### config.mk
export PLATFORM = sky130hd
export DESIGN_NAME = ansi_truecolor_cell_encoder_unit_flat
export DESIGN_NICKNAME = d
export VERILOG_FILES = /design/src/rtl/core/atce_pkg.sv /design/src/rtl/core/atce_if.sv /design/src/rtl/core/ansi_truecolor_cell_encoder_unit.sv /design/src/flat_wrapper.sv
export SDC_FILE = /design/constraint.sdc
export NUM_CORES = 1
export LEC_CHECK = 0
export ABC_CLOCK_PERIOD_IN_PS = 14100
export BUFFER_PORTS_ARGS = -buffer_cell sky130_fd_sc_hd__buf_2
export CAP_MARGIN = 20
export CORE_MARGIN = 5
export CORE_UTILIZATION = 55
export DETAILED_ROUTE_END_ITERATION = 12
export GPL_TIMING_DRIVEN = 0
export MAX_ROUTING_LAYER = met4
export PLACE_DENSITY = 0.83
export SETUP_SLACK_MARGIN = 0.1
export SLEW_MARGIN = 15
export SYNTH_ARGS = -nofsm -noshare
export SYNTH_HDL_FRONTEND = slang
export SYNTH_SLANG_ARGS = --single-unit
### constraint.sdc
create_clock -name i_clk -period 14.1 [get_ports i_clk]
set_input_delay 2.82 -clock i_clk [delete_from_list [all_inputs] [get_ports i_clk]]
set_output_delay 2.82 -clock i_clk [all_outputs]
set_load 0.02 [all_outputs]
### src/rtl/core/atce_pkg.sv
// Shared constants, types and byte helpers for the ANSI truecolor cell encoder.
// No dependencies; used by the top level and its testbench.
package atce_pkg;

    // Escape layout: ESC [ k 8 ; 2 ; RRR ; GGG ; BBB m
    localparam int unsigned ESC_LEN = 19;
    localparam int unsigned IDX_W   = $clog2(ESC_LEN);

    localparam logic [IDX_W-1:0] IDX_LAST = IDX_W'(ESC_LEN - 1);

    localparam logic [7:0] CH_ESC   = 8'h1B;
    localparam logic [7:0] CH_LBRK  = 8'h5B;
    localparam logic [7:0] CH_SEMI  = 8'h3B;
    localparam logic [7:0] CH_ZERO  = 8'h30;
    localparam logic [7:0] CH_TWO   = 8'h32;
    localparam logic [7:0] CH_THREE = 8'h33;
    localparam logic [7:0] CH_FOUR  = 8'h34;
    localparam logic [7:0] CH_EIGHT = 8'h38;
    localparam logic [7:0] CH_M     = 8'h6D;
    localparam logic [7:0] CH_NL    = 8'h0A;
    localparam logic [7:0] CH_SPACE = 8'h20;

    // Which part of a cell's byte run is being sent
    typedef enum logic [1:0] {
        SEG_FG,
        SEG_BG,
        SEG_CHR,
        SEG_NL
    } t_seg;

    // One ASCII decimal digit of an 8-bit value; pos 0 is hundreds
    function automatic logic [7:0] dec_digit(logic [7:0] v, logic [1:0] pos);
        logic [1:0]  hund;
        logic [7:0]  rem;
        logic [14:0] prod;
        logic [3:0]  tens;
        logic [6:0]  ones;
        logic [7:0]  res;
        if (v >= 8'd200) begin
            hund = 2'd2;
        end else if (v >= 8'd100) begin
            hund = 2'd1;
        end else begin
            hund = 2'd0;
        end
        rem  = 8'(v - 8'(hund) * 8'd100);
        // rem < 100: divide by ten as multiply by 205 and shift by 11
        prod = 15'(rem[6:0]) * 15'd205;
        tens = prod[14:11];
        ones = 7'(rem[6:0] - 7'(tens) * 7'd10);
        case (pos)
            2'd0:    res = CH_ZERO + 8'(hund);
            2'd1:    res = CH_ZERO + 8'(tens);
            default: res = CH_ZERO + 8'(ones[3:0]);
        endcase
        return res;
    endfunction

    // Byte idx of a colour escape of the given kind ('3' or '4')
    function automatic logic [7:0] esc_byte(logic [7:0] kind, logic [IDX_W-1:0] idx,
                                            logic [23:0] rgb);
        logic [7:0] comp;
        logic [1:0] pos;
        logic [7:0] res;
        if (idx <= IDX_W'(9)) begin
            comp = rgb[23:16];
        end else if (idx <= IDX_W'(13)) begin
            comp = rgb[15:8];
        end else begin
            comp = rgb[7:0];
        end
        case (idx) inside
            IDX_W'(7), IDX_W'(11), IDX_W'(15): pos = 2'd0;
            IDX_W'(8), IDX_W'(12), IDX_W'(16): pos = 2'd1;
            default:                           pos = 2'd2;
        endcase
        case (idx) inside
            IDX_W'(0):                           res = CH_ESC;
            IDX_W'(1):                           res = CH_LBRK;
            IDX_W'(2):                           res = kind;
            IDX_W'(3):                           res = CH_EIGHT;
            IDX_W'(5):                           res = CH_TWO;
            IDX_W'(4), IDX_W'(6), IDX_W'(10),
            IDX_W'(14):                          res = CH_SEMI;
            [IDX_W'(7):IDX_W'(9)],
            [IDX_W'(11):IDX_W'(13)],
            [IDX_W'(15):IDX_W'(17)]:             res = dec_digit(comp, pos);
            default:                             res = CH_M;
        endcase
        return res;
    endfunction

endpackage

### src/rtl/core/atce_if.sv
// Valid/ready channel interfaces of the ANSI truecolor cell encoder.
// Stand-alone; no package needed.
interface atce_cell_if;
    logic       valid;
    logic       ready;
    logic [7:0] cell_char;
    logic [7:0] fg_red;
    logic [7:0] fg_green;
    logic [7:0] fg_blue;
    logic [7:0] bg_red;
    logic [7:0] bg_green;
    logic [7:0] bg_blue;
    logic       frame_first;
    logic       row_end;

    modport source (
        output valid, cell_char, fg_red, fg_green, fg_blue,
               bg_red, bg_green, bg_blue, frame_first, row_end,
        input  ready
    );
    modport sink (
        input  valid, cell_char, fg_red, fg_green, fg_blue,
               bg_red, bg_green, bg_blue, frame_first, row_end,
        output ready
    );
endinterface

interface atce_byte_if;
    logic       valid;
    logic       ready;
    logic [7:0] out_byte;
    logic       last_of_cell;

    modport source (output valid, out_byte, last_of_cell, input ready);
    modport sink (input valid, out_byte, last_of_cell, output ready);
endinterface

### src/rtl/core/ansi_truecolor_cell_encoder_unit.sv
// Top level of the ANSI truecolor cell encoder: cells in, terminal bytes out.
// Depends on atce_pkg and the channel interfaces in atce_if.sv.
//
//  channel  | dir | carries
//  ---------+-----+-----------------------------------------------------
//  i_cell   | in  | one character cell: char, fg/bg RGB, frame/row marks
//  o_byte   | out | one stream byte plus last-byte-of-cell flag
//
// One byte leaves per unstalled cycle; a cell is 1 to 40 bytes (escapes 19 bytes
// each, then the char, then an optional newline), set by the byte sequencer.
// A new cell is taken in the cycle its predecessor's last byte is loaded
// into the output register, so unstalled single-byte cells stream at one per cycle.
// Reset (synchronous, active low) clears the sent colours to black and
// empties the sequencer and output register. o_byte.ready low stalls all once it is full.
module ansi_truecolor_cell_encoder_unit (
    input  logic               i_clk,
    input  logic               i_rst_n,
    atce_cell_if.sink          i_cell,
    atce_byte_if.source        o_byte
);

    localparam int unsigned IW = atce_pkg::IDX_W;

    // Sequencer and colour state
    logic                  r_busy, n_busy;
    atce_pkg::t_seg        r_seg, n_seg;
    logic [IW-1:0]         r_idx, n_idx;
    logic [23:0]           r_sent_fg, n_sent_fg;
    logic [23:0]           r_sent_bg, n_sent_bg;
    logic [7:0]            r_char, n_char;
    logic                  r_row_end, n_row_end;
    logic                  r_emit_bg, n_emit_bg;

    // Output register
    logic                  r_out_valid;
    logic [7:0]            r_out_byte;
    logic                  r_out_last;

    logic                  out_load;
    logic                  gen_last;
    logic [7:0]            gen_byte;
    logic                  cell_take;
    logic [23:0]           cell_fg;
    logic [23:0]           cell_bg;
    logic                  emit_fg;
    logic                  emit_bg;

    assign cell_fg = {i_cell.fg_red, i_cell.fg_green, i_cell.fg_blue};
    assign cell_bg = {i_cell.bg_red, i_cell.bg_green, i_cell.bg_blue};

    // Decide which escapes a new cell needs
    assign emit_fg = i_cell.frame_first ||
                     (i_cell.cell_char != atce_pkg::CH_SPACE && cell_fg != r_sent_fg);
    assign emit_bg = i_cell.frame_first || (cell_bg != r_sent_bg);

    // Current byte of the run; escapes show the colour just recorded as sent
    always_comb begin
        case (r_seg)
            atce_pkg::SEG_FG:
                gen_byte = atce_pkg::esc_byte(atce_pkg::CH_THREE, r_idx, r_sent_fg);
            atce_pkg::SEG_BG:
                gen_byte = atce_pkg::esc_byte(atce_pkg::CH_FOUR, r_idx, r_sent_bg);
            atce_pkg::SEG_CHR:
                gen_byte = r_char;
            default:
                gen_byte = atce_pkg::CH_NL;
        endcase
    end

    assign gen_last  = (r_seg == atce_pkg::SEG_CHR && !r_row_end) ||
                       (r_seg == atce_pkg::SEG_NL);
    assign out_load  = r_busy && (!r_out_valid || o_byte.ready);
    assign i_cell.ready = !r_busy || (out_load && gen_last);
    assign cell_take = i_cell.valid && i_cell.ready;

    // Advance the sequencer; load a new cell when taken
    always_comb begin
        n_busy    = r_busy;
        n_seg     = r_seg;
        n_idx     = r_idx;
        n_sent_fg = r_sent_fg;
        n_sent_bg = r_sent_bg;
        n_char    = r_char;
        n_row_end = r_row_end;
        n_emit_bg = r_emit_bg;
        if (out_load) begin
            case (r_seg)
                atce_pkg::SEG_FG, atce_pkg::SEG_BG: begin
                    if (r_idx == atce_pkg::IDX_LAST) begin
                        n_idx = '0;
                        n_seg = (r_seg == atce_pkg::SEG_FG && r_emit_bg) ?
                                atce_pkg::SEG_BG : atce_pkg::SEG_CHR;
                    end else begin
                        n_idx = r_idx + IW'(1);
                    end
                end
                atce_pkg::SEG_CHR: begin
                    if (r_row_end) begin
                        n_seg = atce_pkg::SEG_NL;
                    end else begin
                        n_busy = 1'b0;
                    end
                end
                default: begin
                    n_busy = 1'b0;
                end
            endcase
        end
        if (cell_take) begin
            n_busy    = 1'b1;
            n_idx     = '0;
            n_char    = i_cell.cell_char;
            n_row_end = i_cell.row_end;
            n_emit_bg = emit_bg;
            if (emit_fg) begin
                n_sent_fg = cell_fg;
            end
            if (emit_bg) begin
                n_sent_bg = cell_bg;
            end
            if (emit_fg) begin
                n_seg = atce_pkg::SEG_FG;
            end else if (emit_bg) begin
                n_seg = atce_pkg::SEG_BG;
            end else begin
                n_seg = atce_pkg::SEG_CHR;
            end
        end
    end

    // Control and colour state
    always_ff @(posedge i_clk) begin
        if (!i_rst_n) begin
            r_busy    <= 1'b0;
            r_seg     <= atce_pkg::SEG_CHR;
            r_idx     <= '0;
            r_sent_fg <= '0;
            r_sent_bg <= '0;
        end else begin
            r_busy    <= n_busy;
            r_seg     <= n_seg;
            r_idx     <= n_idx;
            r_sent_fg <= n_sent_fg;
            r_sent_bg <= n_sent_bg;
        end
    end

    // Cell payload
    always_ff @(posedge i_clk) begin
        r_char    <= n_char;
        r_row_end <= n_row_end;
        r_emit_bg <= n_emit_bg;
    end

    // Output register: load a byte or drop the taken one
    always_ff @(posedge i_clk) begin
        if (!i_rst_n) begin
            r_out_valid <= 1'b0;
        end else if (out_load) begin
            r_out_valid <= 1'b1;
        end else if (o_byte.ready) begin
            r_out_valid <= 1'b0;
        end
    end

    always_ff @(posedge i_clk) begin
        if (out_load) begin
            r_out_byte <= gen_byte;
            r_out_last <= gen_last;
        end
    end

    assign o_byte.valid        = r_out_valid;
    assign o_byte.out_byte     = r_out_byte;
    assign o_byte.last_of_cell = r_out_last;

`ifndef SYNTHESIS
    // A first-of-frame cell always starts with the foreground escape
    a_first_starts_fg: assert property (@(posedge i_clk) disable iff (!i_rst_n)
        (i_cell.valid && i_cell.ready && i_cell.frame_first) |=>
        (r_busy && r_seg == atce_pkg::SEG_FG && r_idx == '0))
        else $error("first cell did not start with fg escape");

    // A new cell is only taken while the previous one finishes
    a_take_on_finish: assert property (@(posedge i_clk) disable iff (!i_rst_n)
        (i_cell.valid && i_cell.ready && r_busy) |-> (out_load && gen_last))
        else $error("cell taken while previous cell still running");

    // The escape byte index never runs past the escape length
    a_idx_range: assert property (@(posedge i_clk) disable iff (!i_rst_n)
        r_idx <= atce_pkg::IDX_LAST)
        else $error("escape index out of range");

    // The last byte of a cell lands flagged in the output register
    a_last_flag: assert property (@(posedge i_clk) disable iff (!i_rst_n)
        (out_load && gen_last) |=> (o_byte.valid && o_byte.last_of_cell))
        else $error("last byte of cell not flagged");
`endif

endmodule

### src/flat_wrapper.sv
// flat-port wrapper written by rule: the top's interface ports become plain ports
module ansi_truecolor_cell_encoder_unit_flat 
  (i_clk, i_rst_n, i_cell_valid, i_cell_cell_char, i_cell_fg_red, i_cell_fg_green, i_cell_fg_blue, i_cell_bg_red, i_cell_bg_green, i_cell_bg_blue, i_cell_frame_first, i_cell_row_end, i_cell_ready, o_byte_valid, o_byte_out_byte, o_byte_last_of_cell, o_byte_ready);
  atce_cell_if i_cell_i ();
  atce_byte_if o_byte_i ();
  input  logic i_clk;
  input  logic i_rst_n;
  input wire logic [$bits(i_cell_i.valid)-1:0] i_cell_valid;
  input wire logic [$bits(i_cell_i.cell_char)-1:0] i_cell_cell_char;
  input wire logic [$bits(i_cell_i.fg_red)-1:0] i_cell_fg_red;
  input wire logic [$bits(i_cell_i.fg_green)-1:0] i_cell_fg_green;
  input wire logic [$bits(i_cell_i.fg_blue)-1:0] i_cell_fg_blue;
  input wire logic [$bits(i_cell_i.bg_red)-1:0] i_cell_bg_red;
  input wire logic [$bits(i_cell_i.bg_green)-1:0] i_cell_bg_green;
  input wire logic [$bits(i_cell_i.bg_blue)-1:0] i_cell_bg_blue;
  input wire logic [$bits(i_cell_i.frame_first)-1:0] i_cell_frame_first;
  input wire logic [$bits(i_cell_i.row_end)-1:0] i_cell_row_end;
  output wire logic [$bits(i_cell_i.ready)-1:0] i_cell_ready;
  output wire logic [$bits(o_byte_i.valid)-1:0] o_byte_valid;
  output wire logic [$bits(o_byte_i.out_byte)-1:0] o_byte_out_byte;
  output wire logic [$bits(o_byte_i.last_of_cell)-1:0] o_byte_last_of_cell;
  input wire logic [$bits(o_byte_i.ready)-1:0] o_byte_ready;
  assign i_cell_i.valid = i_cell_valid;
  assign i_cell_i.cell_char = i_cell_cell_char;
  assign i_cell_i.fg_red = i_cell_fg_red;
  assign i_cell_i.fg_green = i_cell_fg_green;
  assign i_cell_i.fg_blue = i_cell_fg_blue;
  assign i_cell_i.bg_red = i_cell_bg_red;
  assign i_cell_i.bg_green = i_cell_bg_green;
  assign i_cell_i.bg_blue = i_cell_bg_blue;
  assign i_cell_i.frame_first = i_cell_frame_first;
  assign i_cell_i.row_end = i_cell_row_end;
  assign i_cell_ready = i_cell_i.ready;
  assign o_byte_valid = o_byte_i.valid;
  assign o_byte_out_byte = o_byte_i.out_byte;
  assign o_byte_last_of_cell = o_byte_i.last_of_cell;
  assign o_byte_i.ready = o_byte_ready;
  ansi_truecolor_cell_encoder_unit u_core (.i_clk(i_clk), .i_rst_n(i_rst_n), .i_cell(i_cell_i), .o_byte(o_byte_i));
endmodule
==> results of run 1 <==
-- synth_stat cells, drive strengths merged, types with 3 or more instances --
master / n / area (um2)
o21bai: 4 / 41.29
nand4: 16 / 100.1
edfxtp: 19 / 570.6
xor2: 26 / 227.7
a211oi: 4 / 30.03
nor4b: 4 / 41.29
clkbuf: 12 / 45.04
a21boi: 6 / 45.04
dfxtp: 57 / 1141
nor2: 44 / 165.2
a21oi: 19 / 95.09
o22ai: 10 / 62.56
nor4: 10 / 62.56
ha: 81 / 1013
nand3: 11 / 60.06
nand2: 34 / 127.6
mux2i: 56 / 560.5
a211o: 4 / 36.29
nand2b: 8 / 50.05
nor2b: 50 / 312.8
buf: 13 / 80.07
fa: 20 / 400.4
inv: 67 / 251.5
xnor2: 42 / 367.9
or3: 3 / 18.77
nor3: 22 / 110.1
a21o: 4 / 30.03
o22a: 3 / 26.28
o21ai: 25 / 125.1
a31oi: 6 / 50.04
o31ai: 6 / 45.04
o21a: 4 / 30.03
or2: 4 / 25.03
-- how the worst min path moves through the flow --
stage | depth (start not counted) | to | from
2_1_floorplan | 1 | u_core.o_byte.valid$_SDFFE_PN0P_ | u_core.r_busy$_SDFFE_PN0P_
3_3_place_gp | 1 | u_core.o_byte.valid$_SDFFE_PN0P_ | u_core.r_busy$_SDFFE_PN0P_
3_5_place_dp | 1 | u_core.o_byte.valid$_SDFFE_PN0P_ | u_core.r_busy$_SDFFE_PN0P_
4_1_cts | 1 | u_core.o_byte.valid$_SDFFE_PN0P_ | u_core.r_busy$_SDFFE_PN0P_
5_1_grt | 2 | u_core.r_sent_bg[3]$_SDFFE_PN0P_ | u_core.r_sent_bg[3]$_SDFFE_PN0P_
6_report | 2 | u_core.r_sent_bg[3]$_SDFFE_PN0P_ | u_core.r_sent_bg[3]$_SDFFE_PN0P_
-- power by group --
| part | internal, mW | switching, mW |
|---|---|---|
| Combinational | 0.198 | 0.237 |
| Sequential | 0.240 | 0.0121 |
| Clock | 0.146 | 0.0892 |
-- critical path, delay by kind of cell (launching register included) --
kind / cells / cell delay, ns
adder cells (fa/ha/maj): 10 / 3.39
AO/OA/AOI/OAI: 8 / 2.08
XOR/XNOR: 5 / 1.40
AND/OR/NAND/NOR: 5 / 0.96
flip-flops: 1 / 0.52
buffers and inverters: 5 / 0.34
-- state kept, by name (all words and copies together), names as in the netlist --
name,count
u_core.r_char,8
u_core.r_row_end,1
u_core.r_seg,2
u_core.o_byte.last_of_cell,1
u_core.r_sent_bg,24
u_core.r_sent_fg,24
u_core.r_emit_bg,1
u_core.o_byte.valid,1
u_core.r_idx,5
u_core.o_byte.out_byte,8
u_core.r_busy,1
-- area by class of cell --
type	instances	area [um2]	share of cell area
multi-input cells	553	4543	0.6069
well taps	147	183.9	0.02457
plain buffers	25	125.1	0.01671
clock buffers	14	296.5	0.03961
repair buffers	72	360.3	0.04814
clock inverters	2	13.76	0.001839
inverters	67	251.5	0.03360
flip-flops and latches	76	1712	0.2286
-- per-layer routing --
metal,wire [um],GRT usage,up-vias
met3,765,0.03205,28
li1,-,-,2694
met1,7048,0.2958,2643
met2,7889,0.3990,166
met4,378,0.08304,0
met5,0,-,-
-- cell usage in the layout (no fill, tap or decap), types with 20 or more instances in the layout --
cell type,Yosys,final
fa_1,20,20
xor2_1,26,26
mux2i_1,56,56
nor3_1,22,22
nor2_1,44,44
buf_2,7,79
nand2_1,34,34
inv_1,66,66
ha_1,81,81
nor2b_1,50,50
dfxtp_1,57,57
o21ai_0,24,24
xnor2_1,42,42
-- logic make-up after synthesis --
group                      count (synthesis)  synth area share
AOI/OAI and AO/OA                        111            0.1172
xor gates and xnor gates                  70           0.09660
adders and majority gates                101            0.2132
buffers and inverters                     92           0.05679
DFF                                       76            0.2581
muxes                                     58           0.08792
and+or+nand+nor                          213            0.1702
-- through the flow --
step           hold slack (ns)    util
2_1_floorplan           0.4571       -
3_3_place_gp            0.4732  0.6024
3_5_place_dp            0.4780  0.6024
4_1_cts                 0.4951  0.6285
5_1_grt                 0.5169  0.6285
6_report                0.4960  0.6285
==> flow_summary.toml, run 1 <==
[status]
status = "complete, no violations"

[global_route]
grt_pass1_wl_mm = 27.20
antenna_found_initial = 0
overflow = 0
grt_use_total = 0.2377
grt_pass1_vias = 5722
grt_max_degree = 20

[setup_path]
critPathKind = "flip-flop to flip-flop"
slowest_delay_ns = 0.52
reg2regPathDepth = 33
startpoint = "u_core.r_idx[1]$_SDFFE_PP0P_"
end_kind = "flip-flop"
critPathLaunchType = "flip-flop"
crit_path_frequent_cell = "ha_1"
r2r_slack_ns = 5.14
path_max_fanout = 8
required_ns = 14.19
critPathSlowestCell = "dfxtp_1"
worstSetupEndpoint = "u_core.o_byte.out_byte[3]$_DFFE_PP_"
reg2reg_to = "u_core.o_byte.out_byte[3]$_DFFE_PP_"
cp_data_arrival_time_ns = 9.05
rr_startpoint = "u_core.r_idx[1]$_SDFFE_PP0P_"

[floorplanning]
dieArea_mm2 = 0.01435
core_area_mm2 = 0.01191
die_width_um = 119.8
num_rows = 40
initial_core_util = 0.5567
fp.dieH_um = 119.8
io_pins = 73

[synth]
synth_cell_types = 64
synth_flop_cell = "dfxtp_1"
synthesis.nets = 884
synth-seq-area-share = 0.2581
postSynthCellCount = 721
netlist_area_mm2 = 0.006631
synth-edff-count = 19
ys_ff_latch = 76
synthArstFlopShare = 0
yosys_warnings = 0
syn_avg_cell_area_um2 = 9.197

[placed_design]
dpl.hpwl_mm = 12.64
portBuffers = 72
dpl_cell_area_mm2 = 0.007176
place.gp.congestion = 0.9304
dp_slack_ns = 5.312
dp.cells = 940

[drt]
drt_first_pass_iters = 6
wirelength_mm = 16.08
wl_per_cell_um = 16.82
antenna_left = 0
via_per_inst = 5.786
drtIter0Drc = 410
via_count = 5531
drcViolationCount = 0

[flow_run]
cap_violations = 0

[sta]
relSlewSlack = 0.3356
fin_skew_ns = 0.009618
grt_setup_unrepaired = "false"
hold_viol_final = 0
drv_slew = 0
setup_slack_ns = 5.136
period_share = 0.6358
worst_pin_slew_ns = 0.9966
min_period_ns = 8.964
clock.fmax_mhz = 111.6
fin_tns_setup_ns = 0
final-setup-viol-count = 0

[final_layout]
fin_area_mm2 = 0.007486
area_growth_pct = 12.89
drive_above_1_share = 0.1434
fillers = 1009
final_cells = 956
nets = 967
antenna_cells = 0

[clock_tree]
cts_buffer_depth = 2
numCtsBuffers = 9
worstSkewPairLatency_ns = 0.34
cts_setup_buffers = 0
cts-root-buf = "clkbuf_16"
cts_tree = "done"
h-tree-depth = 3
numClockSinks = 76
path_clk_slew_ns = 0.06
cts_hold_buf = 0
post_cts_resized = 0

[power_and_ir_drop]
power_density_mw_per_mm2 = 123.0
peakVddDrop_mv = 0.09351
p_leak_nw = 3.497
total_power_mw = 0.9210

[worst_hold_path]
hp-class = "flip-flop to flip-flop"
Note: power is estimated with default switching activity, not from simulation.
==> run 2: changes to the inputs <==
--- a/config.mk
+++ b/config.mk
@@ -5,7 +5,7 @@
 export SDC_FILE = /design/constraint.sdc
 export NUM_CORES = 1
 export LEC_CHECK = 0
-export ABC_CLOCK_PERIOD_IN_PS = 14100
+export ABC_CLOCK_PERIOD_IN_PS = 8250
 export BUFFER_PORTS_ARGS = -buffer_cell sky130_fd_sc_hd__buf_2
 export CAP_MARGIN = 20
 export CORE_MARGIN = 5
==> constraint.sdc (replaced) <==
create_clock -name i_clk -period 8.25 [get_ports i_clk]
set_input_delay 1.65 -clock i_clk [delete_from_list [all_inputs] [get_ports i_clk]]
set_output_delay 1.65 -clock i_clk [all_outputs]
set_load 0.02 [all_outputs]
==> run 2 against run 1 <==
Against the previous run: register-to-register slack got worse by 4.8 ns; sequential cell count unchanged; final cell count increased by 1.8%; first-iteration DRC count decreased by 0.98%; total power increased by 76%; sequential power increased by 71%; highest routed layer unchanged; largest power group unchanged; clock power increased by 70%; critical endpoint unchanged; global-route usage increased by 0.26 points.
==> flow_summary.toml, run 2 (synthesis results as in run 1) <==
[setup_path]
path_max_fanout = 8
end_kind = "flip-flop"
required_ns = 8.33
rr_startpoint = "u_core.r_idx[1]$_SDFFE_PP0P_"
r2r_slack_ns = 0.32
critPathLaunchType = "flip-flop"
slowest_delay_ns = 0.50
critPathSlowestCell = "fa_1"
startpoint = "u_core.r_idx[1]$_SDFFE_PP0P_"
critPathKind = "flip-flop to flip-flop"
reg2regPathDepth = 37
cp_data_arrival_time_ns = 8.01

[floorplanning]
die_width_um = 119.8
num_rows = 40
dieArea_mm2 = 0.01435
initial_core_util = 0.5567
core_area_mm2 = 0.01191
fp.dieH_um = 119.8
io_pins = 73

[final_layout]
drive_above_1_share = 0.1973
multiInputGateArea_mm2 = 0.004760
fillers = 888
final_cell_mix = "80 x ha_1, 78 x buf_2, 65 x inv_1, 56 x mux2i_1, 55 x dfxtp_1"
fin_area_mm2 = 0.007860
final_common_cell = "ha_1"
area_growth_pct = 18.53
reg.largest.list = "u_core.r_sent_bg: 24 flops, u_core.r_sent_fg: 24 flops"
regArea_mm2 = 0.001719
antenna_cells = 0
nets = 984
post-route-util = 0.6599

[placed_design]
dpl.hpwl_mm = 12.64
place.gp.congestion = 0.9304
dp_slack_ns = -0.5379
dpl_cell_area_mm2 = 0.007176
portBuffers = 72

[power_and_ir_drop]
total_power_mw = 1.623
p_leak_nw = 3.638
power_density_mw_per_mm2 = 206.4
peakVddDrop_mv = 0.1599

[sta]
final-setup-viol-count = 0
period_share = 0.9610
fin_tns_setup_ns = 0
clock.fmax_mhz = 126.1
setup_slack_ns = 0.3219
fin_skew_ns = 0.01007
drv_slew = 0
min_period_ns = 7.928
hold_viol_final = 0
worst_pin_slew_ns = 0.9627
relSlewSlack = 0.3582

[global_route]
grt_use_met2 = 0.4096
use_met3 = 0.03016
grt_max_degree = 20
grt_pass1_vias = 5807
grtUsageMet1 = 0.2952
grt_use_total = 0.2403
grt_pass1_wl_mm = 27.53
top_usage_layer = "met2"
antenna_found_initial = 0
overflow = 0

[drt]
drt_first_pass_iters = 5
wl_per_cell_um = 17.60
via_per_inst = 5.862
drtIter0Drc = 406
via_count = 5704
antenna_left = 0
wirelength_mm = 17.12
drcViolationCount = 0

[clock_tree]
numClockSinks = 76
numCtsBuffers = 9
cts-root-buf = "clkbuf_16"
cts_hold_buf = 0
cts_buffer_depth = 2
h-tree-depth = 3
worstSkewPairLatency_ns = 0.34
path_clk_slew_ns = 0.06
cts_tree = "done"

[worst_hold_path]
hp-class = "flip-flop to flip-flop"
hold_path_depth = 2
hp-start = "u_core.r_sent_bg[3]$_SDFFE_PN0P_"

[flow_run]
cap_violations = 0

[status]
status = "complete, no violations"
run 2: cell types whose count changed in the layout (fill, tap and decap cells not counted), moves of 3 or more:
cell | previous run | this run
nor2_2 | 0 | 6
nor3_2 | 0 | 3
buf_4 | 4 | 20
xnor2_1 | 42 | 38
o21ai_0 | 24 | 21
nor3_1 | 22 | 18
nor2_1 | 44 | 37
run 2: critical path: cells and delay by family (launching register included):
kind / cells / cell delay [ns]
AND/OR/NAND/NOR: 8 / 1.40
flip-flops: 1 / 0.36
XOR/XNOR: 5 / 1.16
AO/OA/AOI/OAI: 6 / 0.98
adder cells (fa/ha/maj): 10 / 3.07
buffers and inverters: 8 / 0.67
run 2: final cells by class:
type,instances,area share
Buffer,25,0.01719
Clock inverter,2,0.001751
Timing Repair Buffer,89,0.06367
Tap cell,147,0.02340
Multi-Input combinational cell,553,0.6055
Clock buffer,14,0.03773
Sequential cell,76,0.2187
Inverter,67,0.03200
run 2: worst paths after layout:
path	to
hold / removal	u_core.r_sent_bg[3]$_SDFFE_PN0P_
hold reg to reg	u_core.r_sent_bg[3]$_SDFFE_PN0P_
setup reg to reg	u_core.o_byte.out_byte[3]$_DFFE_PP_
setup / recovery	u_core.o_byte.out_byte[3]$_DFFE_PP_
run 2: what timing repair did:
item	in CTS	in global routing
setup buffers	3	14
pin swaps	3	12
resized for setup	15	35
setup endpoints to repair	3	2
run 2: metrics by stage:
| stage | hold WS, ns | std cells |
|---|---|---|
| 2_1_floorplan | 0.4571 | 721 |
| 3_3_place_gp | 0.4732 | 940 |
| 3_5_place_dp | 0.4780 | 940 |
| 4_1_cts | 0.4951 | 959 |
| 5_1_grt | 0.5169 | 973 |
| 6_report | 0.4966 | 973 |
run 2: where the power goes:
group          switching [mW]  internal, mW
Clock                   0.151         0.249
Sequential             0.0217         0.409
Combinational           0.422         0.370
Total                   0.595          1.03
run 2: layer usage:
metal	wire length, um	vias to the layer above	share of wire
met5	0	-	0
met4	606	0	0.035
met3	828	46	0.048
met2	8401	201	0.49
met1	7285	2731	0.43
li1	-	2726	-
